File: src/rtl/lap3_pkg.sv
// Shared types, constants and register codes of the 3x3 Laplacian stream filter.
// No dependencies; compile before every other file of the block.
package lap3_pkg;

   localparam int LAP3_MAX_WIDTH  = 1024;
   localparam int LAP3_MAX_HEIGHT = 4096;

   localparam int PIXEL_W      = 8;
   localparam int ROW_W        = 12;
   localparam int WIDTH_REG_W  = 11;
   localparam int HEIGHT_REG_W = 13;
   localparam int CSR_DATA_W   = 13;
   localparam int CSR_INDEX_W  = 2;
   localparam int SUM_W        = PIXEL_W + 4;

   localparam int WIDTH_RESET  = 1024;
   localparam int HEIGHT_RESET = 1024;

   localparam int OUT_FIFO_DEPTH = 4;

   typedef logic [PIXEL_W-1:0] pixel_type;
   typedef logic [ROW_W-1:0]   row_type;

   typedef enum logic [CSR_INDEX_W-1:0] {
      CSR_IMAGE_WIDTH  = 2'd0,
      CSR_IMAGE_HEIGHT = 2'd1,
      CSR_KERNEL_MODE  = 2'd2
   } csr_index_type;

   typedef enum logic {
      OP_PIXEL = 1'b0,
      OP_FLUSH = 1'b1
   } opcode_type;

   typedef enum logic {
      KERNEL_CROSS = 1'b0,
      KERNEL_RING  = 1'b1
   } kernel_type;

   typedef struct packed {
      logic first_row;
      logic last_row;
      logic first_col;
      logic last_col;
   } win_bound_type;

   typedef struct packed {
      pixel_type filtered_value;
      logic      frame_end;
   } rsp_payload_type;

   localparam pixel_type PIXEL_MAX = 8'd255;

endpackage

File: src/rtl/lap3_rsp_if.sv
// Result channel of the Laplacian stream filter: valid/ready with filtered pixel.
// Depends on lap3_pkg.
interface lap3_rsp_if;
   import lap3_pkg::*;

   logic      valid;
   logic      ready;
   pixel_type filtered_value;
   logic      frame_end;

   modport source (output valid, output filtered_value, output frame_end, input ready);
   modport sink (input valid, input filtered_value, input frame_end, output ready);

endinterface

File: src/rtl/lap3_out_fifo.sv
// Small result queue that decouples the filter pipeline from the receiver.
// Drives the result channel. Depends on lap3_pkg and lap3_rsp_if.
module lap3_out_fifo (
   input  logic                                          clock,
   input  logic                                          reset,
   input  logic                                          push,
   input  lap3_pkg::rsp_payload_type                     push_data,
   output logic [$clog2(lap3_pkg::OUT_FIFO_DEPTH+1)-1:0] count,
   lap3_rsp_if.source                                    rsp
);
   import lap3_pkg::*;

   localparam int PW = $clog2(OUT_FIFO_DEPTH);
   localparam int CW = $clog2(OUT_FIFO_DEPTH + 1);

   rsp_payload_type slot_ff [OUT_FIFO_DEPTH];
   logic [PW-1:0]   wr_ptr_ff;
   logic [PW-1:0]   wr_ptr_in;
   logic [PW-1:0]   rd_ptr_ff;
   logic [PW-1:0]   rd_ptr_in;
   logic [CW-1:0]   count_ff;
   logic [CW-1:0]   count_in;
   logic            pop;
   rsp_payload_type head;

   assign pop  = rsp.valid && rsp.ready;
   assign head = slot_ff[rd_ptr_ff];

   always_comb begin
      wr_ptr_in = push ? wr_ptr_ff + PW'(1) : wr_ptr_ff;
      rd_ptr_in = pop ? rd_ptr_ff + PW'(1) : rd_ptr_ff;
      count_in  = count_ff + CW'(push) - CW'(pop);
   end

   always_ff @(posedge clock) begin
      if (reset) begin
         wr_ptr_ff <= '0;
         rd_ptr_ff <= '0;
         count_ff  <= '0;
      end else begin
         wr_ptr_ff <= wr_ptr_in;
         rd_ptr_ff <= rd_ptr_in;
         count_ff  <= count_in;
      end
   end

   always_ff @(posedge clock) begin
      if (push) begin
         slot_ff[wr_ptr_ff] <= push_data;
      end
   end

   assign count              = count_ff;
   assign rsp.valid          = (count_ff != '0);
   assign rsp.filtered_value = head.filtered_value;
   assign rsp.frame_end      = head.frame_end;

endmodule

File: src/flat_wrapper.sv
// flat-port wrapper written by rule: the top's interface ports become plain ports
module lap3_out_fifo_flat import lap3_pkg::*;
  (clock, reset, push, push_data, count, rsp_valid, rsp_filtered_value, rsp_frame_end, rsp_ready);
  lap3_rsp_if rsp_i ();
  input  logic clock;
  input  logic reset;
  input  logic push;
  input  lap3_pkg::rsp_payload_type push_data;
  output logic [$clog2(lap3_pkg::OUT_FIFO_DEPTH+1)-1:0] count;
  output wire logic [$bits(rsp_i.valid)-1:0] rsp_valid;
  output wire logic [$bits(rsp_i.filtered_value)-1:0] rsp_filtered_value;
  output wire logic [$bits(rsp_i.frame_end)-1:0] rsp_frame_end;
  input wire logic [$bits(rsp_i.ready)-1:0] rsp_ready;
  assign rsp_valid = rsp_i.valid;
  assign rsp_filtered_value = rsp_i.filtered_value;
  assign rsp_frame_end = rsp_i.frame_end;
  assign rsp_i.ready = rsp_ready;
  lap3_out_fifo u_core (.clock(clock), .reset(reset), .push(push), .push_data(push_data), .count(count), .rsp(rsp_i));
endmodule
File: config.mk
export PLATFORM = sky130hd
export DESIGN_NAME = lap3_out_fifo_flat
export DESIGN_NICKNAME = d
export VERILOG_FILES = /design/src/rtl/lap3_pkg.sv /design/src/rtl/lap3_rsp_if.sv /design/src/rtl/lap3_out_fifo.sv /design/src/flat_wrapper.sv
export SDC_FILE = /design/constraint.sdc
export NUM_CORES = 1
export LEC_CHECK = 0
export BUFFER_PORTS_ARGS = -buffer_cell sky130_fd_sc_hd__buf_2
export CORE_MARGIN = 5
export CORE_UTILIZATION = 39
export CTS_CLUSTER_DIAMETER = 120
export CTS_CLUSTER_SIZE = 24
export DETAILED_ROUTE_END_ITERATION = 16
export GPL_TIMING_DRIVEN = 0
export PLACE_DENSITY = 0.62
export SLEW_MARGIN = 30
export SYNTH_ARGS = -nofsm -noshare
export SYNTH_HDL_FRONTEND = slang
export SYNTH_SLANG_ARGS = --single-unit
File: constraint.sdc
create_clock -name clock -period 4.7 [get_ports clock]
set_input_delay 0.94 -clock clock [delete_from_list [all_inputs] [get_ports clock]]
set_output_delay 0.94 -clock clock [all_outputs]
set_load 0.05 [all_outputs]
Word-level counts from Yosys, hierarchy flattened
Memory sizes are Yosys's and may differ from the RTL's. A register that Yosys moved wholly into a read port is not among the register bits. Index checks and enable logic that the tools add are counted.

Flip-flop bits (word level): 7. Bits in latches: 0. RAM bits: 36. ROM bits: 0. Bits of input ports: 13. Word-level logic and storage cells: 14. Memories: 1.

$add $sub $neg: 4. Multipliers: 0. Divide/modulo/power cells: 0. Order comparisons: 0. Eq/ne operators: 0. Shift operators: 0. Multiplexer cells: 4. Bitwise logic cells: 0. Reductions and logical operators: 2.

Memories: u_core.slot_ff (words 4, width 9, read ports 1, clocked after Yosys merged registers in 1, wr ports 1, line lap3_out_fifo.sv:16) `rsp_payload_type slot_ff [OUT_FIFO_DEPTH];`.

Operators by type and width (count): 2-bit by 1-bit adder with 2-bit output (second input constant) (2); 2-bit 2-to-1 mux (2); 3-bit by 1-bit adder with 3-bit output (1); 3-bit nonzero test (1); 3-bit by 1-bit subtractor with 3-bit output (1); 1-bit 2-to-1 mux (2); 1-bit logical AND (1).

Longest topological paths before layout
Gate-level depths: netlist of the first run.

Word-level depth: 4. Depth in mapped cells: 7. Gate-level depth less buffers: 7.

Least setup slack after synthesis of the first run
Ideal clock, no wire load.

Path kind: input-to-reg. From: input port rsp_ready. To: register u_core.count_ff[2], in the netlist u_core.count[2]. Library setup time: 126 ps. Arrival time: 2119 ps. Slack: 2455 ps. Cell stages on the path: 7. Buffers on the path: 0. Path through: o31a_1 ha_1 inv_1 ha_1 fa_1 xor3_1 nor2_1.

Word-level cells in the longest chain between the ends: 2.

RTL lines: start, declared (line flat_wrapper.sv:13) `input wire logic [$bits(rsp_i.ready)-1:0] rsp_ready;`; 1-bit logical AND (line lap3_out_fifo.sv:26) `assign pop = rsp.valid && rsp.ready;`; 3-bit by 1-bit subtractor with 3-bit output (line lap3_out_fifo.sv:32) `count_in = count_ff + CW'(push) - CW'(pop);`; end signal, assigned (line lap3_out_fifo.sv:43) `count_ff <= count_in;`; end, declared (line lap3_out_fifo.sv:21) `logic [CW-1:0] count_ff;`.

Every way passes these cells. A chain may end at the register's enable or synchronous reset.

==> impl_metrics.json, run 1 <==
{
  "initial_utilization": 0.4021,
  "cts_made_buffers": 5,
  "synth_area_leaders": "edfxtp_1 (61%), mux4_2 (11%), dfxtp_1 (10%)",
  "syn_nets": 112,
  "wl_met2_um": 1378,
  "clkSinkCount": 45,
  "reg2reg_from": "u_core.count[1]",
  "worst_slew_pin_slew_ns": 0.5624,
  "antenna_found_initial": 0,
  "vias": 867,
  "vias_per_cell": 4.926,
  "dp_hpwl_um": 1944,
  "routed_wl_um": 2743,
  "cp-start-kind": "flip-flop",
  "post_cts_resized": 0,
  "peakVddDrop_mv": 0.2150,
  "core_sq_um": 4384,
  "placed_cell_area_sq_um": 1948,
  "cap_violations": 0,
  "arrival_ns": 1.69,
  "setup_slack_ns": 2.071,
  "pwr_density_cell_nw_per_um2": 569.4,
  "drtPass1Iterations": 4,
  "die_y_um": 77.24,
  "relSlewSlack": 0.6251,
  "endpoint_kind": "output pin",
  "r2r_setup_slack_ns": 2.76,
  "grt_pass1_wl_um": 4609,
  "die_w_um": 77.24,
  "insertion_delay_ns": 0.29,
  "gp_congestion": 0.7085,
  "path_max_fanout": 9,
  "ys_seq_area_frac": 0.7154,
  "final_antenna_net_count": 0,
  "grt-ovfl-total": 0,
  "r2r_end": "u_core.count[2]",
  "syn_area_per_cell_sq_um": 19.16,
  "min_period_over_period": 0.5593,
  "finish.instance_area_sq_um": 2082,
  "p_leak_nw": 0.7708,
  "cts_tree": "yes",
  "fmaxAchievable_ghz": 0.3804,
  "total_power_mw": 1.186,
  "wl_per_cell_um": 15.59,
  "top_layer_used": "met4",
  "ys_seq_elements": 45,
  "endpoint": "rsp_filtered_value[5]",
  "worstHoldPathCells": 2,
  "layout_commonest_cell": "edfxtp_1",
  "fp-row-count": 24,
  "worstHoldPathType": "flip-flop to flip-flop",
  "grt_use_total": 0.1048,
  "fin_util": 0.4749,
  "finalSetupViolCount": 0,
  "yosys.area.top_type_share": 0.6132,
  "rsz0062_at_grt": "no",
  "dp_slack_ns": 2.257,
  "nNetsFinal": 143,
  "r2r_cells": 7,
  "finClkSkew_ns": 0.003405,
  "setup_tns_ns": 0,
  "final_layout_size_suffix_gt1_frac": 0.3468,
  "finalHoldViolCount": 0,
  "met3_length_um": 144,
  "drt-met1-wl_um": 1158,
  "slew_violations": 0,
  "ioPinCount": 26,
  "path_class": "flip-flop to output pin",
  "drc": 0,
  "root_buffer": "clkbuf_8",
  "h-tree-depth": 2,
  "drtIter0Drc": 10,
  "ys_warn_count": 0,
  "synthToLayoutAreaGrowth_pct": 18.10,
  "clkTransAtPathRegs_ns": 0.08,
  "final_cell_mix": "edfxtp_1 (36), buf_2 (25), mux4_2 (9), dfxtp_1 (9)",
  "num-fill-cells": 370,
  "min-delay-start": "u_core.wr_ptr_ff[1]",
  "ctsHoldBuffers": 0,
  "die-area_sq_um": 5965,
  "post_cts_buffers": 0,
  "port_buffers": 24,
  "syn_area_sq_um": 1763,
  "diodes": 0,
  "yosysUniqueCellTypes": 19,
  "min_period_ns": 2.629,
  "grt_pass1_vias": 959,
  "status": "finished, final reports clean",
  "crit_required_ns": 3.76,
  "grt_max_degree": 15,
  "clock_path_buffers": 2,
  "synthesis.instances": 92,
  "yosysTopAreaCell": "edfxtp_1"
}
==> Yosys cell counts <==
cell type and count:
edfxtp_1 36, dfxtp_1 9, mux4_2 9, ha_1 6, inv_1 6, nor2_1 5
and2_1 4, nor2b_1 4, clkbuf_1 2, mux2_1 2, buf_2 1, fa_1 1
mux2_2 1, mux2i_1 1, o311ai_0 1, o31a_1 1, or3_1 1, xnor2_1 1
xor3_1 1
==> how the worst min path moves through the flow <==
stage	end	slack, ns
after global placement	u_core.wr_ptr_ff[1]	0.53
final	u_core.wr_ptr_ff[1]	0.57
after detailed placement	u_core.wr_ptr_ff[0]	0.57
after CTS	u_core.wr_ptr_ff[0]	0.59
after global routing	u_core.wr_ptr_ff[0]	0.62
after floorplan	u_core.wr_ptr_ff[1]	0.51
==> routing by layer <==
| layer | GRT usage | up-vias |
|---|---|---|
| met2 | 0.1616 | 18 |
| met5 | 0 | - |
| met3 | 0.04215 | 5 |
| met4 | 0.05670 | 0 |
| li1 | - | 408 |
| met1 | 0.1242 | 436 |
==> logic make-up (layout without fill, tap and decap cells) <==
group           after synthesis  in the layout  share of synthesized area
mux                          13             13                     0.1398
compound gates                2              2                   0.009938
flops                        45             45                     0.7154
xor+xnor                      2              2                    0.01845
buf+inv                       9             41                    0.01987
fa+ha+maj                     7              7                    0.05394
simple gates                 14             14                    0.04258
==> area by class of cell <==
cell class	instances	area (sq um)	share of cell area
clock buffer	5	68.82	0.03305
clock inverter	3	65.06	0.03125
tap	52	65.06	0.03125
timing repair buffer	24	120.1	0.05769
sequential	45	1261	0.6058
inverter	6	22.52	0.01082
buffer	3	12.51	0.006010
multi-input combinational	38	466.7	0.2242
==> power by group <==
group | leakage, nW | total (mW) | internal [mW] | switching, mW
logic | 0.298 | 0.365 | 0.127 | 0.238
registers | 0.405 | 0.486 | 0.467 | 0.0198
clock network | 0.0681 | 0.334 | 0.211 | 0.123
==> per-stage QoR <==
stage	std cells	hold WS [ns]
2_1_floorplan	92	0.5136
3_3_place_gp	168	0.5342
3_5_place_dp	168	0.5700
4_1_cts	176	0.5870
5_1_grt	176	0.6221
6_report	176	0.5718
==> worst max-delay path, cell delays in order, from the launching register on <==
cell and delay (ns):
dfxtp_1 0.31, buf_2 0.30, mux4_2 0.55, buf_2 0.23
==> flip-flops by register name, indices dropped and copies added (netlist names), named ones only <==
signal / count
u_core.rd_ptr_ff: 2
u_core.slot_ff: 36
u_core.wr_ptr_ff: 2
u_core.count: 3
No activity file was read; power rests on OpenSTA's default activity.
==> run 2, diff against run 1 <==
ABC_AREA = 1   (was unset)
clock period = 2.6 ns   (was 4.7 ns; I/O delays follow)
==> impl_metrics.json, run 2 <==
{
  "status": "finished, final reports clean",
  "ys_warn_count": 0,
  "drtIter0Drc": 101,
  "r2r_cells": 8,
  "reg2reg_from": "u_core.count[1]",
  "r2r_setup_slack_ns": 0.77,
  "min_period_over_period": 0.8471,
  "peakVddDrop_mv": 0.3358,
  "cts_made_buffers": 5,
  "grt-ovfl-total": 0,
  "min-delay-start": "reset",
  "gr-usage-met3": 0.03950,
  "ys_seq_elements": 45,
  "ioPinCount": 26,
  "nNetsFinal": 199,
  "cap_violations": 0,
  "post_cts_resized": 0,
  "regMostFlops": "u_core.slot_ff",
  "clock_path_buffers": 2,
  "syn_area_per_cell_sq_um": 12.90,
  "switchingPower_uw": 869.9,
  "finish.instance_area_sq_um": 2188,
  "clkTransAtPathRegs_ns": 0.08,
  "hold_slack_ns": 0.4265,
  "fmaxAchievable_ghz": 0.4541,
  "die_y_um": 79.74,
  "synthesis.instances": 147,
  "grt_pass1_wl_um": 5796,
  "root_buffer": "clkbuf_8",
  "fp-row-count": 25,
  "drtPass1Iterations": 4,
  "initial_utilization": 0.4016,
  "grt_use_total": 0.1229,
  "gp_congestion": 0.7532,
  "synth_flop_cell": "edfxtp_1",
  "diodes": 0,
  "fin_cells": 247,
  "syn_area_sq_um": 1897,
  "arrival_ns": 1.68,
  "die_w_um": 79.74,
  "cp-start-kind": "flip-flop",
  "final_layout_size_suffix_gt1_frac": 0.3111,
  "core_sq_um": 4723,
  "synth_area_leaders": "edfxtp_1 (57%), dfxtp_1 (9.5%), o22ai_2 (5.9%)",
  "p_seq_frac": 0.409,
  "fin_util": 0.4633,
  "rsz0062_at_grt": "no",
  "final_antenna_net_count": 0,
  "grt_pass1_vias": 1275,
  "cts_tree": "yes",
  "pwr-share-clk": 0.187,
  "synth_edf_count": 36,
  "ys_seq_area_frac": 0.6649,
  "worst_slew_pin_slew_ns": 0.4182,
  "h-tree-depth": 2,
  "die-area_sq_um": 6358,
  "clkSinkCount": 45,
  "slew_violations": 0,
  "yosysTopAreaCell": "edfxtp_1",
  "placed_cell_area_sq_um": 2106,
  "grt.busiest_layer": "met2",
  "finClkSkew_ns": 0.006130,
  "min_period_ns": 2.202,
  "whs_endpoint": "u_core.count[0]",
  "worstHoldPathType": "input port to flip-flop",
  "ctsHoldBuffers": 0,
  "r2r_end": "u_core.count[1]",
  "crit_required_ns": 2.08,
  "comb_power_share": 0.404,
  "num-fill-cells": 419,
  "pwr_density_cell_nw_per_um2": 975.9,
  "port_buffers": 25,
  "path_max_fanout": 10,
  "power.internal_mw": 1.266,
  "worstHoldPathCells": 2,
  "antenna_found_initial": 0,
  "yosys.area.top_type_share": 0.5699,
  "finalSetupViolCount": 0,
  "wl_per_cell_um": 14.58,
  "synth_top_cells_by_count": "edfxtp_1 (36), o21ai_0 (18), inv_1 (17)",
  "vias": 1163,
  "final_cell_mix": "edfxtp_1 (36), buf_2 (25), o21ai_0 (18), inv_1 (17), nor2_1 (16)",
  "path_class": "flip-flop to output pin",
  "largest_reg_flops": 36,
  "relSlewSlack": 0.7209,
  "grt_use_met2": 0.2162,
  "grt_max_degree": 14,
  "dp_cells": 239,
  "p_leak_nw": 0.8643,
  "routed_wl_um": 3602,
  "drc": 0,
  "yosysUniqueCellTypes": 19,
  "syn_nets": 167,
  "grt_use_met1": 0.1318,
  "dp_hpwl_um": 2499,
  "setup_tns_ns": 0,
  "layout_commonest_cell": "edfxtp_1",
  "switching_share": 0.4073,
  "finalHoldViolCount": 0,
  "endpoint_kind": "output pin",
  "insertion_delay_ns": 0.29,
  "synth_most_common_cell": "edfxtp_1",
  "synthToLayoutAreaGrowth_pct": 15.37,
  "async_flop_share": 0,
  "post_cts_buffers": 0,
  "vias_per_cell": 4.709
}
[run 2: cell count changes after synthesis, moves of 4 or more]
cell	before	now
a21oi_1	0	5
and2_1	4	0
inv_1	6	17
mux4_2	9	0
nand2_1	0	11
nor2_1	5	16
nor2_2	0	9
nor2b_1	4	0
o21ai_0	0	18
o22ai_2	0	9
[run 2: power by group through the flow]
stage	Combinational (mW)	Sequential [mW]	Clock (mW)
global placement	0.839	0.886	0
CTS	0.875	0.874	0.410
global route	0.928	0.881	0.445
finish	0.862	0.874	0.399
floorplan	0.611	0.949	0
detailed placement	0.873	0.891	0
[run 2: through the flow]
stage	total power [mW]	setup slack, ns
final	2.136	0.3976
after floorplan	1.560	0.6245
after global placement	1.725	0.6934
after global routing	2.254	0.3251
after CTS	2.160	0.3816
after detailed placement	1.764	0.6356
[run 2: area by class of cell]
type | count | area, sq um | share of cell area
Tap cell | 67 | 83.83 | 0.03831
Sequential cell | 45 | 1261 | 0.5763
Clock buffer | 6 | 72.57 | 0.03316
Multi-Input combinational cell | 81 | 518.0 | 0.2367
Timing Repair Buffer | 25 | 125.1 | 0.05718
Clock inverter | 2 | 10.01 | 0.004574
Buffer | 3 | 42.54 | 0.01944
Inverter | 18 | 75.07 | 0.03431
[run 2: kinds of logic after synthesis]
family                   Yosys count  share of synthesized area
flip-flops                        45                     0.6649
buffers and inverters             21                    0.06200
adder cells (fa/ha/maj)            7                    0.05013
AND/OR/NAND/NOR                   39                    0.09169
AO/OA/AOI/OAI                     35                     0.1313
[run 2: how the worst max path moves through the flow]
stage	from	to	slack, ns	depth (start not counted)
finish	flip-flop	rsp_filtered_value[7]	0.40	4
floorplan	u_core.count[1]	u_core.count[1]	0.62	8
CTS	flip-flop	rsp_filtered_value[7]	0.38	4
detailed placement	rsp_ready	u_core.count[1]	0.64	8
global route	flip-flop	rsp_filtered_value[7]	0.33	4
global placement	rsp_ready	u_core.count[2]	0.69	8
[run 2: critical path, stage by stage, from the launching register on]
cell	delay [ns]
dfxtp_1	0.44
inv_1	0.33
o21ai_0	0.19
o22ai_2	0.15
buf_2	0.29
[run 2: routing by layer]
metal  part of all wire  vias to the layer above
li1                   -                      573
met1               0.41                      556
met2               0.53                       29
met3              0.055                        5
met4              0.012                        0
met5                  0                        -
==> run 3, diff against run 2 <==
ABC_AREA = 0   (was 1)
clock period = 2.1 ns   (was 2.6 ns; I/O delays follow)
==> impl_metrics.json, run 3 (same netlist as run 1, synthesis figures left out) <==
{
  "antenna_found_initial": 0,
  "multi_input_area_sq_um": 466.7,
  "ctsHoldBuffers": 0,
  "worstHoldPathType": "input port to flip-flop",
  "die-area_sq_um": 5965,
  "seq_area_sq_um": 1261,
  "grt-ovfl-total": 0,
  "clkSinkCount": 45,
  "fp-row-count": 24,
  "cts_tree": "yes",
  "grt_pass1_vias": 955,
  "path_class": "flip-flop to output pin",
  "gp_congestion": 0.7085,
  "die_w_um": 77.24,
  "clock_path_buffers": 2,
  "final_antenna_net_count": 0,
  "drc": 0,
  "layout_commonest_cell": "edfxtp_1",
  "vias_per_cell": 4.931,
  "finClkSkew_ns": 0.003393,
  "endpoint": "rsp_filtered_value[0]",
  "worst_slew_pin_slew_ns": 0.4995,
  "peakVddDrop_mv": 0.4769,
  "port_buffers": 24,
  "dp_hpwl_um": 1944,
  "crit_required_ns": 1.68,
  "status": "finished, final reports clean",
  "synthToLayoutAreaGrowth_pct": 18.03,
  "grt_use_total": 0.1050,
  "routed_wl_um": 2755,
  "die_y_um": 77.24,
  "ioPinCount": 26,
  "r2r_end": "u_core.count[2]",
  "root_buffer": "clkbuf_8",
  "reg2reg_from": "u_core.count[1]",
  "largest_reg_flops": 36,
  "final_layout_size_suffix_gt1_frac": 0.3496,
  "slew_violations": 0,
  "path_max_fanout": 9,
  "setup_tns_ns": 0,
  "nNetsFinal": 142,
  "drtPass1Iterations": 4,
  "fmaxAchievable_ghz": 0.4985,
  "endpoint_kind": "output pin",
  "grt_max_degree": 15,
  "wl_per_cell_um": 15.74,
  "fin_cells": 175,
  "core_sq_um": 4384,
  "grt_pass1_wl_um": 4623,
  "r2r_setup_slack_ns": 0.16,
  "finalSetupViolCount": 0,
  "cp-start-kind": "flip-flop",
  "num-fill-cells": 369,
  "min_period_ns": 2.006,
  "initial_utilization": 0.4021,
  "h-tree-depth": 2,
  "drtIter0Drc": 11,
  "clkTransAtPathRegs_ns": 0.08,
  "final_cell_mix": "edfxtp_1 (36), buf_2 (24), mux4_2 (9), dfxtp_1 (9)",
  "insertion_delay_ns": 0.29,
  "dp_cells": 168,
  "finalHoldViolCount": 0,
  "vias": 863,
  "pwr_density_cell_nw_per_um2": 1277,
  "p_leak_nw": 0.7698,
  "min_period_over_period": 0.9553,
  "r2r_cells": 7,
  "relSlewSlack": 0.6670,
  "regMostFlops": "u_core.slot_ff",
  "arrival_ns": 1.59,
  "diodes": 0,
  "rsz0062_at_grt": "no",
  "cts_made_buffers": 5,
  "cap_violations": 0
}
-- run 3: final cells by class --
cell class,instances,area share
sequential,45,0.6061
timing repair buffer,24,0.05773
tap,52,0.03127
buffer,2,0.005412
clock inverter,3,0.03127
clock buffer,5,0.03307
inverter,6,0.01082
multi-input combinational,38,0.2243
-- run 3: stage by stage --
step                      hold WS (ns)  cell area (sq um)  power [mW]  utilization  setup slack, ns
after floorplan                 0.5136               1763       1.762            -          0.02258
after global placement          0.5342               1948       1.913       0.4443           0.2031
after detailed placement        0.5700               1948       1.941       0.4443           0.1638
after CTS                       0.3250               2081       2.699       0.4746          0.05412
after global routing            0.3245               2081       2.796       0.4746        0.0009722
final                           0.3344               2081       2.658       0.4746          0.09391
-- run 3: worst min-delay path by stage --
| stage | end | from | slack (ns) | cells past startpoint |
|---|---|---|---|---|
| 4_1_cts | u_core.slot_ff[2][3] | push_data[3] | 0.32 | 1 |
| 3_3_place_gp | u_core.wr_ptr_ff[1] | u_core.wr_ptr_ff[1] | 0.53 | 2 |
| 3_5_place_dp | u_core.wr_ptr_ff[0] | u_core.wr_ptr_ff[0] | 0.57 | 2 |
| 2_1_floorplan | u_core.wr_ptr_ff[1] | u_core.wr_ptr_ff[1] | 0.51 | 2 |
| 5_1_grt | u_core.slot_ff[2][6] | push_data[6] | 0.32 | 1 |
| 6_report | u_core.slot_ff[0][6] | push_data[6] | 0.33 | 1 |
-- run 3: what timing repair did --
item	in CTS	in global routing
setup buffers	0	0
endpoints found under the setup margin	9	0
gates resized for setup	1	0
hold endpoints to repair	0	0
-- run 3: layer usage --
layer,track usage,wire length (um),vias up
li1,-,-,405
met1,0.1242,1161,435
met2,0.1625,1387,18
met3,0.04215,144,5
met4,0.05670,62,0
met5,0,0,-
-- run 3: report_power, final --
| group | internal (mW) | total (mW) | switching, mW | leakage (nW) |
|---|---|---|---|---|
| Sequential | 1.04 | 1.10 | 0.0557 | 0.405 |
| Combinational | 0.288 | 0.810 | 0.522 | 0.297 |
| Clock | 0.472 | 0.747 | 0.275 | 0.0681 |
| Total | 1.80 | 2.66 | 0.853 | 0.770 |
-- run 3: critical path: stages (launching register included) --
cell     delay, ns
dfxtp_1       0.31
buf_4         0.22
mux4_2        0.53
buf_2         0.23
