$ cat src/rtl/lap3_pkg.sv
// Shared types, constants and register codes of the 3x3 Laplacian stream filter.
// No dependencies; compile before every other file of the block.
package lap3_pkg;

   localparam int LAP3_MAX_WIDTH  = 1024;
   localparam int LAP3_MAX_HEIGHT = 4096;

   localparam int PIXEL_W      = 8;
   localparam int ROW_W        = 12;
   localparam int WIDTH_REG_W  = 11;
   localparam int HEIGHT_REG_W = 13;
   localparam int CSR_DATA_W   = 13;
   localparam int CSR_INDEX_W  = 2;
   localparam int SUM_W        = PIXEL_W + 4;

   localparam int WIDTH_RESET  = 1024;
   localparam int HEIGHT_RESET = 1024;

   localparam int OUT_FIFO_DEPTH = 4;

   typedef logic [PIXEL_W-1:0] pixel_type;
   typedef logic [ROW_W-1:0]   row_type;

   typedef enum logic [CSR_INDEX_W-1:0] {
      CSR_IMAGE_WIDTH  = 2'd0,
      CSR_IMAGE_HEIGHT = 2'd1,
      CSR_KERNEL_MODE  = 2'd2
   } csr_index_type;

   typedef enum logic {
      OP_PIXEL = 1'b0,
      OP_FLUSH = 1'b1
   } opcode_type;

   typedef enum logic {
      KERNEL_CROSS = 1'b0,
      KERNEL_RING  = 1'b1
   } kernel_type;

   typedef struct packed {
      logic first_row;
      logic last_row;
      logic first_col;
      logic last_col;
   } win_bound_type;

   typedef struct packed {
      pixel_type filtered_value;
      logic      frame_end;
   } rsp_payload_type;

   localparam pixel_type PIXEL_MAX = 8'd255;

endpackage

$ cat src/rtl/lap3_window.sv
// 3x3 pixel window fed from the line memories, with edge replication and the
// clamped Laplacian sum. Depends on lap3_pkg.
module lap3_window (
   input  logic                   clock,
   input  logic                   reset,
   input  logic                   shift_en,
   input  lap3_pkg::pixel_type    new_pixel,
   input  lap3_pkg::pixel_type    mid_pixel,
   input  logic                   mid_tag,
   input  lap3_pkg::pixel_type    up_pixel,
   input  logic                   kernel_mode,
   input  lap3_pkg::win_bound_type bounds,
   output logic                   centre_tag,
   output lap3_pkg::pixel_type    filtered_value
);
   import lap3_pkg::*;

   pixel_type bot_ff [3];
   pixel_type mid_ff [3];
   pixel_type top_ff [3];
   logic      mid0_tag_ff;
   logic      centre_tag_ff;

   pixel_type  up_row [3];
   pixel_type  dn_row [3];
   logic [1:0] right_idx;
   logic [1:0] left_idx;
   logic [SUM_W-1:0] cross_sum;
   logic [SUM_W-1:0] diag_sum;
   logic [SUM_W-1:0] pos_sum;
   logic [SUM_W-1:0] neg_sum;
   logic [SUM_W-1:0] diff;

   always_ff @(posedge clock) begin
      if (shift_en) begin
         bot_ff[0] <= new_pixel;
         bot_ff[1] <= bot_ff[0];
         bot_ff[2] <= bot_ff[1];
         mid_ff[0] <= mid_pixel;
         mid_ff[1] <= mid_ff[0];
         mid_ff[2] <= mid_ff[1];
         top_ff[0] <= up_pixel;
         top_ff[1] <= top_ff[0];
         top_ff[2] <= top_ff[1];
      end
   end

   always_ff @(posedge clock) begin
      if (reset) begin
         mid0_tag_ff   <= 1'b0;
         centre_tag_ff <= 1'b0;
      end else if (shift_en) begin
         mid0_tag_ff   <= mid_tag;
         centre_tag_ff <= mid0_tag_ff;
      end
   end

   assign centre_tag = centre_tag_ff;

   // column 0 is the right neighbour, column 2 the left one
   always_comb begin
      for (int i = 0; i < 3; i++) begin
         up_row[i] = bounds.first_row ? mid_ff[i] : top_ff[i];
         dn_row[i] = bounds.last_row ? mid_ff[i] : bot_ff[i];
      end
      right_idx = bounds.last_col ? 2'd1 : 2'd0;
      left_idx  = bounds.first_col ? 2'd1 : 2'd2;
   end

   always_comb begin
      cross_sum = SUM_W'(up_row[1]) + SUM_W'(dn_row[1])
                + SUM_W'(mid_ff[right_idx]) + SUM_W'(mid_ff[left_idx]);
      diag_sum  = SUM_W'(up_row[left_idx]) + SUM_W'(up_row[right_idx])
                + SUM_W'(dn_row[left_idx]) + SUM_W'(dn_row[right_idx]);
      if (kernel_mode == KERNEL_RING) begin
         pos_sum = cross_sum + diag_sum;
         neg_sum = SUM_W'(mid_ff[1]) << 3;
      end else begin
         pos_sum = cross_sum;
         neg_sum = SUM_W'(mid_ff[1]) << 2;
      end
      diff = pos_sum - neg_sum;
      if (pos_sum <= neg_sum) begin
         filtered_value = '0;
      end else if (diff > SUM_W'(PIXEL_MAX)) begin
         filtered_value = PIXEL_MAX;
      end else begin
         filtered_value = diff[PIXEL_W-1:0];
      end
   end

endmodule

$ cat config.mk
export PLATFORM = sky130hd
export DESIGN_NAME = lap3_window
export DESIGN_NICKNAME = d
export VERILOG_FILES = /design/src/rtl/lap3_pkg.sv /design/src/rtl/lap3_window.sv
export SDC_FILE = /design/constraint.sdc
export NUM_CORES = 1
export LEC_CHECK = 0
export ABC_CLOCK_PERIOD_IN_PS = 9000
export BUFFER_PORTS_ARGS = -buffer_cell sky130_fd_sc_hd__clkbuf_2
export CAP_MARGIN = 20
export CORE_ASPECT_RATIO = 1.5
export CORE_MARGIN = 2
export CORE_UTILIZATION = 45
export CTS_CLUSTER_DIAMETER = 40
export DETAILED_ROUTE_END_ITERATION = 10
export PLACE_DENSITY = 0.66
export REMOVE_ABC_BUFFERS = 1
export SLEW_MARGIN = 20
export SYNTH_ARGS = -nofsm -noshare
export SYNTH_HDL_FRONTEND = slang
export SYNTH_SLANG_ARGS = --single-unit
$ cat constraint.sdc
create_clock -name clock -period 9 [get_ports clock]
set_input_delay 0.9 -clock clock [delete_from_list [all_inputs] [get_ports clock]]
set_output_delay 0.9 -clock clock [all_outputs]
set_load 0.01 [all_outputs]
# Word-level counts from Yosys, hierarchy flattened
# Memories as Yosys holds them, arrays and structs flattened.
# Cells that the tools add are included.
dict set report totals {
  latchBits 0
  ram_bits 72
  register_bits 2
  input_bits 33
  mem_count 3
  word_cells 45
  mem_bits_ro 0
  out_inout_bits 9
}
# name depth width read_ports rd_ports_with_merged_regs write_ports line
set mem_list {}
lappend mem_list {bot_ff 3 8 3 0 3 lap3_window.sv:18} ;# pixel_type bot_ff [3];
lappend mem_list {mid_ff 3 8 5 0 3 lap3_window.sv:19} ;# pixel_type mid_ff [3];
lappend mem_list {top_ff 3 8 3 0 3 lap3_window.sv:20} ;# pixel_type top_ff [3];
dict set report classes {
  mux 26
  add_sub_neg 8
  magnitude_cmp 4
  div 0
  n_eq_ne 0
  shift 0
  n_mul 0
  reduce_logical 0
  bitwise 2
}
# op count
set op_table {}
lappend op_table {{$mux W8} 16}
lappend op_table {{$bmux W8 S2} 4}
lappend op_table {{$add A10 B8 Y11} 2}
lappend op_table {{$add A9 B8 Y10} 2}
lappend op_table {{$add A8 B8 Y9} 2}
lappend op_table {{$add A11 B11 Y12} 1}
lappend op_table {{$gt A12 B8 Y1 const B} 1}
lappend op_table {{$le A12 B12 Y1} 1}
lappend op_table {{$mux W12} 1}
lappend op_table {{$sub A12 B12 Y12} 1}
lappend op_table {{$mux W11} 1}
lappend op_table {{$ge A3 B3 Y1 const B} 2}
lappend op_table {{$mux W1} 3}
lappend op_table {{$not A1 Y3} 1}
lappend op_table {{$not A2 Y3} 1}
lappend op_table {{$mux W2} 1}

# Logic depth before layout (Yosys ltp)
# Gate-level depths: netlist of run 1.
dict set report logic_depth {
  word_depth 14
  mapped_depth 33
  mapped_depth_nobuf 31
}

# Least setup slack after synthesis of run 1
# OpenSTA, ideal clock, no wires.
dict set report synth_path {
  path_type {in2out}
  from {input port bounds[0] in the netlist's numbering}
  to {output port filtered_value[1]}
  t_required_ns 8.100
  t_arrival_ns 8.416
  path_slack_ns -0.316
  stages 31
  n_path_buf 2
  cell_sequence {buf_1 -> mux2_2 -> fa_1 -> inv_1 -> fa_1 -> inv_1 -> ha_1 -> fa_1 -> a21o_1 -> a21oi_1 -> o21bai_1 -> a21oi_1 -> xor2_1 -> fa_1 -> inv_1 -> fa_1 -> inv_1 -> fa_1 -> inv_1 -> ha_1 -> o41ai_1 -> xnor2_1 -> mux2_2 -> ha_1 -> buf_6 -> o21a_1 -> or3_1 -> a21oi_1 -> mux2i_1 -> a211oi_1 -> a31oi_1}
}
dict set report synth_between {
  elab_chain_len 14
  word_cells_on_any_way 21
  classes_between {add/sub (7); order compare (2); mux (10); bitwise (1); memory (1)}
}
# item line
set synth_lines {}
lappend synth_lines {{start: declaration} lap3_window.sv:12} ;# input lap3_pkg::win_bound_type bounds,
lappend synth_lines {{$mux W1 *} lap3_window.sv:66} ;# right_idx = bounds.last_col ? 2'd1 : 2'd0;
lappend synth_lines {{$not A1 Y3 (implied by the code)} {lap3_window.sv:73, lap3_window.sv:74}}
lappend synth_lines {{$bmux W8 S2} lap3_window.sv:73} ;# diag_sum = SUM_W'(up_row[left_idx]) + SUM_W'(up_row[right_idx])
lappend synth_lines {{$mux W8 (implied by the code) (2 in series)} lap3_window.sv:73}
lappend synth_lines {{$add A8 B8 Y9} lap3_window.sv:73}
lappend synth_lines {{$add A9 B8 Y10} lap3_window.sv:74} ;# + SUM_W'(dn_row[left_idx]) + SUM_W'(dn_row[right_idx]);
lappend synth_lines {{$add A10 B8 Y11} lap3_window.sv:74}
lappend synth_lines {{$add A11 B11 Y12} lap3_window.sv:76} ;# pos_sum = cross_sum + diag_sum;
lappend synth_lines {{$mux W12 *} lap3_window.sv:75} ;# if (kernel_mode == KERNEL_RING) begin
lappend synth_lines {{$sub A12 B12 Y12} lap3_window.sv:82} ;# diff = pos_sum - neg_sum;
lappend synth_lines {{$gt A12 B8 Y1} lap3_window.sv:85} ;# end else if (diff > SUM_W'(PIXEL_MAX)) begin
lappend synth_lines {{$mux W8} lap3_window.sv:85}
lappend synth_lines {{$mux W8 *} lap3_window.sv:83} ;# if (pos_sum <= neg_sum) begin
lappend synth_lines {{end: declaration} lap3_window.sv:14} ;# output lap3_pkg::pixel_type filtered_value
# Mark *: on every way between the ends. The rest lies on a longest branch, timed or not. The select of a mux whose other input is x is not followed.

# Worst setup path after layout of run 1
dict set report layout_path {
  from {input port bounds[3] in the netlist's numbering}
  to {output port filtered_value[3]}
}
dict set report layout_between {
  elab_chain_len 13
  word_cells_on_any_way 22
  classes_between {add/sub (8); order compare (2); mux (12)}
}
# item line
set layout_lines {}
lappend layout_lines {{$mux W8} lap3_window.sv:63} ;# up_row[i] = bounds.first_row ? mid_ff[i] : top_ff[i];
lappend layout_lines {{$bmux W8 S2} lap3_window.sv:73}
lappend layout_lines {{$mux W8 (implied by the code) (2 in series)} lap3_window.sv:73}
lappend layout_lines {{$add A8 B8 Y9} lap3_window.sv:73}
lappend layout_lines {{$add A9 B8 Y10} lap3_window.sv:74}
lappend layout_lines {{$add A10 B8 Y11} lap3_window.sv:74}
lappend layout_lines {{$add A11 B11 Y12} lap3_window.sv:76}
lappend layout_lines {{$mux W12 *} lap3_window.sv:75}
lappend layout_lines {{$sub A12 B12 Y12} lap3_window.sv:82}
lappend layout_lines {{$gt A12 B8 Y1} lap3_window.sv:85}
lappend layout_lines {{$mux W8} lap3_window.sv:85}
lappend layout_lines {{$mux W8 *} lap3_window.sv:83}
# Marks and branches as above.

==> results of run 1 <==
[metrics by stage]
stage          setup slack (ns)  cell area (µm²)  setup TNS [ns]  hold WS, ns
2_1_floorplan          -0.01968             5587        -0.01968       0.4180
3_3_place_gp            -0.3823             6523          -2.799       0.4255
3_5_place_dp            -0.4858             6523          -3.587       0.4298
4_1_cts                0.002959             7068               0       0.4430
5_1_grt                 -0.1646             7442          -1.080       0.4530
6_report                0.09421             7442               0       0.4422
[cells by family after synthesis]
| kind of cell | after synthesis | share of synthesized area |
|---|---|---|
| xor+xnor | 16 | 0.02604 |
| simple gates | 86 | 0.07151 |
| fa+ha+maj | 72 | 0.2119 |
| mux | 72 | 0.1329 |
| flops | 74 | 0.3884 |
| buf+inv | 68 | 0.04767 |
| compound gates | 108 | 0.1216 |
[cell type report]
class,instances,area (µm²),share of cell area
Sequential cell,74,2202,0.2959
Clock inverter,5,31.28,0.004203
Tap cell,156,195.2,0.02623
Multi-Input combinational cell,354,3615,0.4857
Timing Repair Buffer,132,975.9,0.1311
Clock buffer,11,232.7,0.03127
Inverter,50,190.2,0.02555
[critical path: cells and delay by family]
kind,cells,cell delay [ns]
and+or+nand+nor,4,0.61
xor gates and xnor gates,2,0.23
adders and majority gates,9,3.68
muxes,3,0.72
buffers and inverters,8,0.67
AOI/OAI and AO/OA,8,1.20
[what timing repair did]
item | CTS | global route
buffers inserted | 8 | 15
setup endpoints to repair | 8 | 8
hold buffers | 0 | 0
pin swaps | 31 | 53
resized for setup | 43 | 67
[cell usage in the layout (no fill, tap or decap), types with 4 or more instances in the layout]
master	n
buf_4	78
fa_2	4
nor2_2	5
clkbuf_16	9
o21bai_1	4
a21oi_1	25
ha_1	21
ha_4	9
inv_2	5
buf_6	13
fa_1	36
edfxtp_1	72
nor2_1	21
a211oi_1	7
xor2_2	4
inv_1	44
a21oi_2	9
nor2b_1	10
a31oi_1	9
buf_2	5
xnor2_1	6
mux2_2	21
mux2i_1	43
clkbuf_2	32
mux2_4	5
o21ai_0	27
nand2_1	25
[cell usage after synthesis, drive strengths merged (4+ instances only)]
cell type	count	area, µm²
fa	40	800.8
nor2	26	97.59
nor2b	10	62.56
mux2	26	292.8
ha	32	400.4
nand3	5	25.02
o21ai	32	160.1
inv	50	187.7
a21oi	36	183.9
mux2i	46	460.4
a211oi	9	72.57
edfxtp	72	2162
xnor2	9	86.34
o21bai	4	30.03
xor2	7	61.31
buf	10	52.55
a31oi	10	62.56
nand2	26	97.59
clkbuf	8	30.03
nand2b	4	25.02
[worst max path at each step]
stage,to,slack [ns]
after floorplan,filtered_value[1],-0.02
after global placement,filtered_value[1],-0.38
after detailed placement,filtered_value[1],-0.49
after CTS,filtered_value[1],0.003
after global routing,filtered_value[1],-0.16
final,filtered_value[3],0.09
[metal layers]
metal | vias to the layer above | GRT usage | wire [µm] | share of wire
met5 | - | 0 | 0 | 0
met4 | 0 | 0.09699 | 549 | 0.043
met3 | 38 | 0.03346 | 491 | 0.038
met2 | 102 | 0.3511 | 7001 | 0.54
met1 | 2057 | 0.2185 | 4845 | 0.38
li1 | 2027 | - | - | -
[sequential cells by signal, indices dropped and copies added, names as in the netlist]
name and flops:
bot_ff 24, mid0_tag_ff 1, top_ff 24, centre_tag 1, mid_ff 24
==> flow_metrics.env, run 1 <==
export IMPL_crit_fanout=7
export IMPL_routed_wl_um=12890
export IMPL_hpwl_um=9532
export IMPL_hp_class="flop to flop"
export IMPL_die_y_um=141.5
export IMPL_seq_area_frac_synth=0.3884
export IMPL_fmax_mhz=112.3
export IMPL_synthDistinctLibCells=47
export IMPL_finalSetupViolCount=0
export IMPL_finalHoldViolCount=0
export IMPL_critPathLaunch="bounds[3]"
export IMPL_vias_per_cell=5.402
export IMPL_grt_remaining_overflow=0
export IMPL_fin_cells=782
export IMPL_final_util=0.6008
export IMPL_layout_drive_gt1_share=0.3866
export IMPL_maxCapViolations=0
export IMPL_wire_per_inst_um=16.48
export IMPL_first_pass_iters=4
export IMPL_numCtsBuffers=9
export IMPL_nNetsFinal=726
export IMPL_critPathCaptureType="output port"
export IMPL_ys_warn_count=0
export IMPL_cts_tree="built"
export IMPL_area_delta_synth_final_pct=31.27
export IMPL_start_util=0.4577
export IMPL_antenna_found_initial=0
export IMPL_hold_end="bot_ff[0][8]"
export IMPL_clock_latency_ns=0.33
export IMPL_cts_root_buf="clkbuf_16"
export IMPL_ys_seq_elements=74
export IMPL_fp_coreArea_mm2=0.01239
export IMPL_synth_main_ff_cell="edfxtp_1"
export IMPL_diodes=0
export IMPL_synth_async_reset_ratio=0
export IMPL_crit_top_cell="fa_1"
export IMPL_r2r_end="mid_ff[2][1]"
export IMPL_rsz0062_at_grt="yes"
export IMPL_worstSetupPathType="primary input to output port"
export IMPL_period_minus_slack_ns=8.906
export IMPL_r2r_start="mid_ff[1][1]"
export IMPL_rr_worst_depth=1
export IMPL_r2r_setup_slack_ns=8.12
export IMPL_worstMarginPinSlew_ns=0.9244
export IMPL_grt_pass1_wl_um=20360
export IMPL_critPathMaxStageDelay_ns=0.56
export IMPL_netlist_area_mm2=0.005669
export IMPL_portBuffers=41
export IMPL_htreeDepth=3
export IMPL_skew_ns=0.004178
export IMPL_gp_congestion=0.9255
export IMPL_fill_cells=1007
export IMPL_ios=42
export IMPL_crit_slowest_cell="fa_1"
export IMPL_clk_pin_slew_ns=0.06
export IMPL_grt_max_degree=75
export IMPL_synthCells=496
export IMPL_fp_dieW_um=95.65
export IMPL_critPathLaunchType="primary input"
export IMPL_grt_pass1_vias=4441
export IMPL_relSlewSlack=0.3837
export IMPL_hold_depth=0
export IMPL_die_area_mm2=0.01353
export IMPL_rows=50
export IMPL_drtIter0Drc=130
export IMPL_fin_crit_sh=0.9895
export IMPL_min_from="bot_ff[0][0]"
export IMPL_drtAntennaViolNets=0
export IMPL_synth_edf_count=72
export IMPL_route_detailed_drc=0
export IMPL_required_ns=8.10
export IMPL_crit_arrival_ns=8.01
export IMPL_clk_path_buf_depth=2
export IMPL_gr_usage_all_layers=0.1958
export IMPL_vias=4224
export IMPL_post_place_cells=746
export IMPL_timing_final_max_slew_violations=0
export IMPL_avgSynthCellArea_um2=11.43
export IMPL_status="completed"
export IMPL_clock_sinks=74
Power of run 1 is not shown: default switching activity piles up to over one toggle a cycle in this logic, so the estimate is an artifact.
==> run 2, diff against run 1 <==
Settings changed: CORE_UTILIZATION 45 to 52, PLACE_DENSITY 0.66 to 0.74.
==> run 2 against run 1 <==
Compared with the run above:
- the run now ends with setup timing left
- maximum frequency fell by 1.6%
- flip-flop and latch count did not move
- via count fell by 1.4%
- global-route usage rose by 3.0 points
- non-clock buffer count fell by 13
- register-to-register slack got worse by 0.06 ns
- utilization rose by 9.4 points
- final cell count fell by 3.2%
==> flow_metrics.env, run 2 (synthesis results as in run 1) <==
export IMPL_grt_remaining_overflow=0
export IMPL_rr_worst_depth=1
export IMPL_hold_end="bot_ff[0][15]"
export IMPL_drtAntennaViolNets=0
export IMPL_status="finished, violations left"
export IMPL_final_common_cell="edfxtp_1"
export IMPL_layout_drive_gt1_share=0.3507
export IMPL_gr_usage_all_layers=0.2262
export IMPL_critPathCaptureType="output port"
export IMPL_routed_wl_um=12840
export IMPL_clock_latency_ns=0.34
export IMPL_fp_coreArea_mm2=0.01059
export IMPL_diodes=0
export IMPL_required_ns=8.10
export IMPL_wire_per_inst_um=16.96
export IMPL_crit_fanout=5
export IMPL_cts_hold_fix_buffers=0
export IMPL_fin_crit_sh=1.006
export IMPL_start_util=0.5353
export IMPL_r2r_end="mid_ff[2][1]"
export IMPL_worstMarginPinSlew_ns=0.9183
export IMPL_fmax_mhz=110.5
export IMPL_finalSetupViolCount=8
export IMPL_crit_slowest_cell="fa_1"
export IMPL_r2r_start="mid_ff[1][1]"
export IMPL_fp_dieW_um=89.26
export IMPL_vias_per_cell=5.503
export IMPL_hp_class="flop to flop"
export IMPL_clk_pin_slew_ns=0.06
export IMPL_die_area_mm2=0.01177
export IMPL_area_delta_synth_final_pct=29.71
export IMPL_portBuffers=41
export IMPL_die_y_um=131.9
export IMPL_mostFrequentLayoutCells="edfxtp_1 (72), buf_4 (66), inv_1 (47)"
export IMPL_vias=4166
export IMPL_nNetsFinal=713
export IMPL_largestRegisters="bot_ff (24), mid_ff (24), top_ff (24)"
export IMPL_violations="setup timing"
export IMPL_drtIter0Drc=223
export IMPL_final_area_mm2=0.007353
export IMPL_htreeDepth=3
export IMPL_worstSetupPathType="primary input to output port"
export IMPL_relSlewSlack=0.3878
export IMPL_cp_top_family="adder cells"
export IMPL_hold_slack_ns=0.4427
export IMPL_first_pass_iters=4
export IMPL_gp_congestion=0.9242
export IMPL_clock_sinks=74
export IMPL_rows=46
export IMPL_maxCapViolations=0
export IMPL_cts_root_buf="clkbuf_16"
export IMPL_numCtsBuffers=9
export IMPL_route_detailed_drc=0
export IMPL_critPathMaxStageDelay_ns=0.55
export IMPL_hpwl_um=9091
export IMPL_r2r_setup_slack_ns=8.06
export IMPL_fin_ws_ns=-0.05112
export IMPL_critPathLaunchType="primary input"
export IMPL_cts_tree="built"
export IMPL_fill_cells=745
export IMPL_place_area_mm2=0.006460
export IMPL_crit_arrival_ns=8.15
export IMPL_finalHoldViolCount=0
export IMPL_crit_top_cell="fa_1"
export IMPL_grt_pass1_vias=4454
export IMPL_grt_pass1_wl_um=20600
export IMPL_skew_ns=0.006014
export IMPL_antenna_found_initial=0
export IMPL_clk_path_buf_depth=2
export IMPL_timing_final_max_slew_violations=0
export IMPL_ios=42
export IMPL_grt_max_degree=75
export IMPL_crit_buf_inv=5
export IMPL_min_from="bot_ff[0][7]"
export IMPL_period_minus_slack_ns=9.051
export IMPL_rsz0062_at_grt="yes"
export IMPL_hold_depth=0
-- run 2: what timing repair did --
item | in CTS | in global routing
endpoints found under the setup margin | 8 | 8
buffers inserted | 10 | 4
pin swaps | 32 | 35
resized for setup | 45 | 51
-- run 2: worst max path at each step --
stage,start,to,slack [ns],depth (start not counted)
5_1_grt,bounds[3],filtered_value[6],-0.30,31
4_1_cts,bounds[2],filtered_value[2],0.005,32
2_1_floorplan,bounds[3],filtered_value[1],-0.02,29
6_report,bounds[3],filtered_value[6],-0.05,31
3_5_place_dp,bounds[0],filtered_value[1],-0.50,30
3_3_place_gp,bounds[0],filtered_value[1],-0.35,30
-- run 2: area by class of cell --
cell class                 count  area [µm²]  share of cell area
multi-input combinational    354        3572              0.4858
clock buffer                   9       225.2             0.03063
sequential                    74        2202              0.2995
clock inverter                 7       93.84             0.01276
tap                          144       180.2             0.02450
timing repair buffer         119       889.6              0.1210
inverter                      50       190.2             0.02586
-- run 2: metrics by stage --
step | util | instances | worst slack (ns) | setup TNS (ns)
6_report | 0.6944 | 757 | -0.05112 | -0.2023
5_1_grt | 0.6944 | 757 | -0.2996 | -2.131
4_1_cts | 0.6672 | 753 | 0.004988 | 0
3_5_place_dp | 0.6100 | 728 | -0.5008 | -3.389
3_3_place_gp | 0.6100 | 728 | -0.3535 | -2.427
2_1_floorplan | - | 478 | -0.01968 | -0.01968
-- run 2: layer usage --
metal	wire (µm)	part of all wire	vias up	track usage
li1	-	-	1998	-
met3	468	0.036	23	0.03882
met2	7143	0.56	95	0.3938
met1	4930	0.38	2050	0.2662
met4	296	0.023	0	0.09867
met5	0	0	-	0
Power of run 2 is left out for the same reason.
==> run 3, diff against run 2 <==
Settings changed: ABC_AREA set to 1.
==> run 3 against run 2 <==
Compared with the run above:
- the run now ends clean
- non-clock buffer count decreased by 50
- maximum frequency is 4.9% higher
- final cell count up 19%
- largest cell class unchanged
- first-iteration DRC count up 84%
- routed wire length is 11% higher
- worst setup slack better by 0.42 ns
- utilization decreased by 6.7 points
- critical path depth grew 11
- flip-flop and latch count unchanged
- register-to-register slack improved by 0.17 ns
==> flow_metrics.env, run 3 <==
export IMPL_status="completed"
export IMPL_vias=4940
export IMPL_die_area_mm2=0.01218
export IMPL_grt_remaining_overflow=0
export IMPL_r2r_end="mid_ff[2][1]"
export IMPL_fmax_mhz=115.9
export IMPL_maxCapViolations=0
export IMPL_gp_congestion=0.9362
export IMPL_critPathLaunchType="primary input"
export IMPL_hp_class="flop to flop"
export IMPL_vias_per_cell=5.489
export IMPL_synth_top_cell_by_area="edfxtp_1"
export IMPL_synthMuxAreaShare=0
export IMPL_nNetsFinal=853
export IMPL_route_detailed_drc=0
export IMPL_timing_final_max_slew_violations=0
export IMPL_crit_arrival_ns=7.73
export IMPL_antenna_found_initial=0
export IMPL_critPathLaunch="bounds[3]"
export IMPL_finalSetupViolCount=0
export IMPL_fp_coreArea_mm2=0.01106
export IMPL_r2r_start="mid_ff[1][1]"
export IMPL_fin_crit_sh=0.9589
export IMPL_hpwl_um=10830
export IMPL_rows=47
export IMPL_crit_end="filtered_value[7]"
export IMPL_crit_top_cell="nand2_1"
export IMPL_skew_ns=0.005498
export IMPL_worstSetupPathType="primary input to output port"
export IMPL_clk_path_buf_depth=2
export IMPL_avgSynthCellArea_um2=8.528
export IMPL_layout_drive_gt1_share=0.1846
export IMPL_grt_max_degree=76
export IMPL_numCtsBuffers=9
export IMPL_cts_tree="built"
export IMPL_worstMarginPinSlew_ns=0.9098
export IMPL_synth_area_leaders="edfxtp_1 (37%), fa_1 (14%), nand2_1 (11%)"
export IMPL_synth_edf_count=72
export IMPL_multi_input_area_mm2=0.003328
export IMPL_synth_top_family_by_area="adder cells"
export IMPL_seq_area_frac_synth=0.3748
export IMPL_critPathCaptureType="output port"
export IMPL_first_pass_iters=5
export IMPL_netlist_area_mm2=0.005876
export IMPL_final_common_cell="nand2_1"
export IMPL_portBuffers=41
export IMPL_htreeDepth=3
export IMPL_fp_dieW_um=90.79
export IMPL_area_delta_synth_final_pct=18.12
export IMPL_required_ns=8.10
export IMPL_fin_cells=900
export IMPL_r2r_setup_slack_ns=8.23
export IMPL_clock_sinks=74
export IMPL_crit_slowest_cell="fa_1"
export IMPL_synthCells=689
export IMPL_fill_cells=950
export IMPL_die_y_um=134.2
export IMPL_ios=42
export IMPL_grt_pass1_vias=5007
export IMPL_critPathMaxStageDelay_ns=0.53
export IMPL_period_minus_slack_ns=8.630
export IMPL_start_util=0.5315
export IMPL_wire_per_inst_um=15.89
export IMPL_synth_async_reset_ratio=0
export IMPL_yosys_area_share_simple=0.1851
export IMPL_clk_pin_slew_ns=0.06
export IMPL_crit_fanout=9
export IMPL_largestRegisters="bot_ff (24), mid_ff (24), top_ff (24)"
export IMPL_grt_pass1_wl_um=22800
export IMPL_relSlewSlack=0.3935
export IMPL_register_area_mm2=0.002202
export IMPL_ys_warn_count=0
export IMPL_synth_compound_area_frac=0.1269
export IMPL_post_place_cells=879
export IMPL_gr_usage_all_layers=0.2374
export IMPL_routed_wl_um=14310
export IMPL_hold_slack_ns=0.4467
export IMPL_synth_main_ff_cell="edfxtp_1"
export IMPL_synth_adder_area_share=0.2044
export IMPL_finalHoldViolCount=0
export IMPL_rr_worst_depth=0
export IMPL_cts_hold_fix_buffers=0
export IMPL_drtIter0Drc=410
export IMPL_synthDistinctLibCells=36
export IMPL_diodes=0
export IMPL_synthXorXnorAreaFrac=0.01491
export IMPL_yosys_top_cells_count="nand2_1 (165), inv_1 (118), edfxtp_1 (72)"
export IMPL_synth_most_common_cell="nand2_1"
export IMPL_drtAntennaViolNets=0
export IMPL_ys_seq_elements=74
export IMPL_mostFrequentLayoutCells="nand2_1 (160), inv_1 (115), edfxtp_1 (72)"
export IMPL_clock_latency_ns=0.34
export IMPL_cts_root_buf="clkbuf_16"
export IMPL_synth_top_cell_area_share=0.3680
==> run 3: cell count changes after synthesis, sizes merged, moves of 5 or more <==
cell and change:
mux2i -46, o22ai +13, clkbuf +8, nand2 +149
a31oi -9, xnor2 -7, mux2 -26, o21ai +41
buf -5, nand3 +34, inv +69, nor2b -10
a211oi -9
==> run 3: worst min-delay path by stage <==
stage,start,end,slack (ns),depth (start not counted)
2_1_floorplan,bot_ff[0][8],bot_ff[0][16],0.42,0
3_3_place_gp,top_ff[0][2],top_ff[0][10],0.43,0
3_5_place_dp,top_ff[0][5],top_ff[0][13],0.43,0
4_1_cts,bot_ff[0][4],bot_ff[0][12],0.45,0
5_1_grt,top_ff[0][5],top_ff[0][13],0.46,0
6_report,top_ff[0][2],top_ff[0][10],0.45,0
==> run 3: logic make-up (layout without fill, tap and decap cells) <==
group,Yosys count,after routing
AOI/OAI and AO/OA,137,137
and+or+nand+nor,253,253
buffers and inverters,143,207
adders and majority gates,72,72
DFF,74,74
xor gates and xnor gates,10,10
==> run 3: per-layer routing <==
metal / track usage / vias to the layer above / part of all wire
met2: 0.4274 / 171 / 0.53
met1: 0.2703 / 2346 / 0.38
met4: 0.1347 / 0 / 0.043
met5: 0 / - / 0
li1: - / 2378 / -
met3: 0.03090 / 45 / 0.041
==> run 3: what timing repair did <==
| item | CTS | global route |
|---|---|---|
| cloned | 0 | 0 |
| gates resized for setup | 5 | 65 |
| endpoints found under the setup margin | 8 | 8 |
| buffers inserted | 0 | 5 |
| pin swaps | 0 | 16 |
==> run 3: cell type report <==
cell class	count	share of cell area
clock buffer	9	0.03245
clock inverter	7	0.01208
inverter	122	0.06634
multi-input combinational	472	0.4795
sequential	74	0.3173
tap	147	0.02650
timing repair buffer	69	0.06580
==> run 3: through the flow <==
stage	utilization	setup slack, ns	cell area (µm²)	TNS [ns]
final	0.6278	0.3697	6940	0
after global routing	0.6278	-0.1050	6940	-0.6927
after floorplan	-	0.4226	5782	0
after CTS	0.6023	0.009237	6659	0
after detailed placement	0.5740	-0.06520	6346	-0.3769
after global placement	0.5740	0.1364	6346	0
==> run 3: critical path, delay by kind of cell <==
kind	cells	cell delay, ns
fa+ha+maj	9	3.78
compound gates	4	0.43
simple gates	19	1.87
buf+inv	10	0.72
Power of run 3 is left out for the same reason.
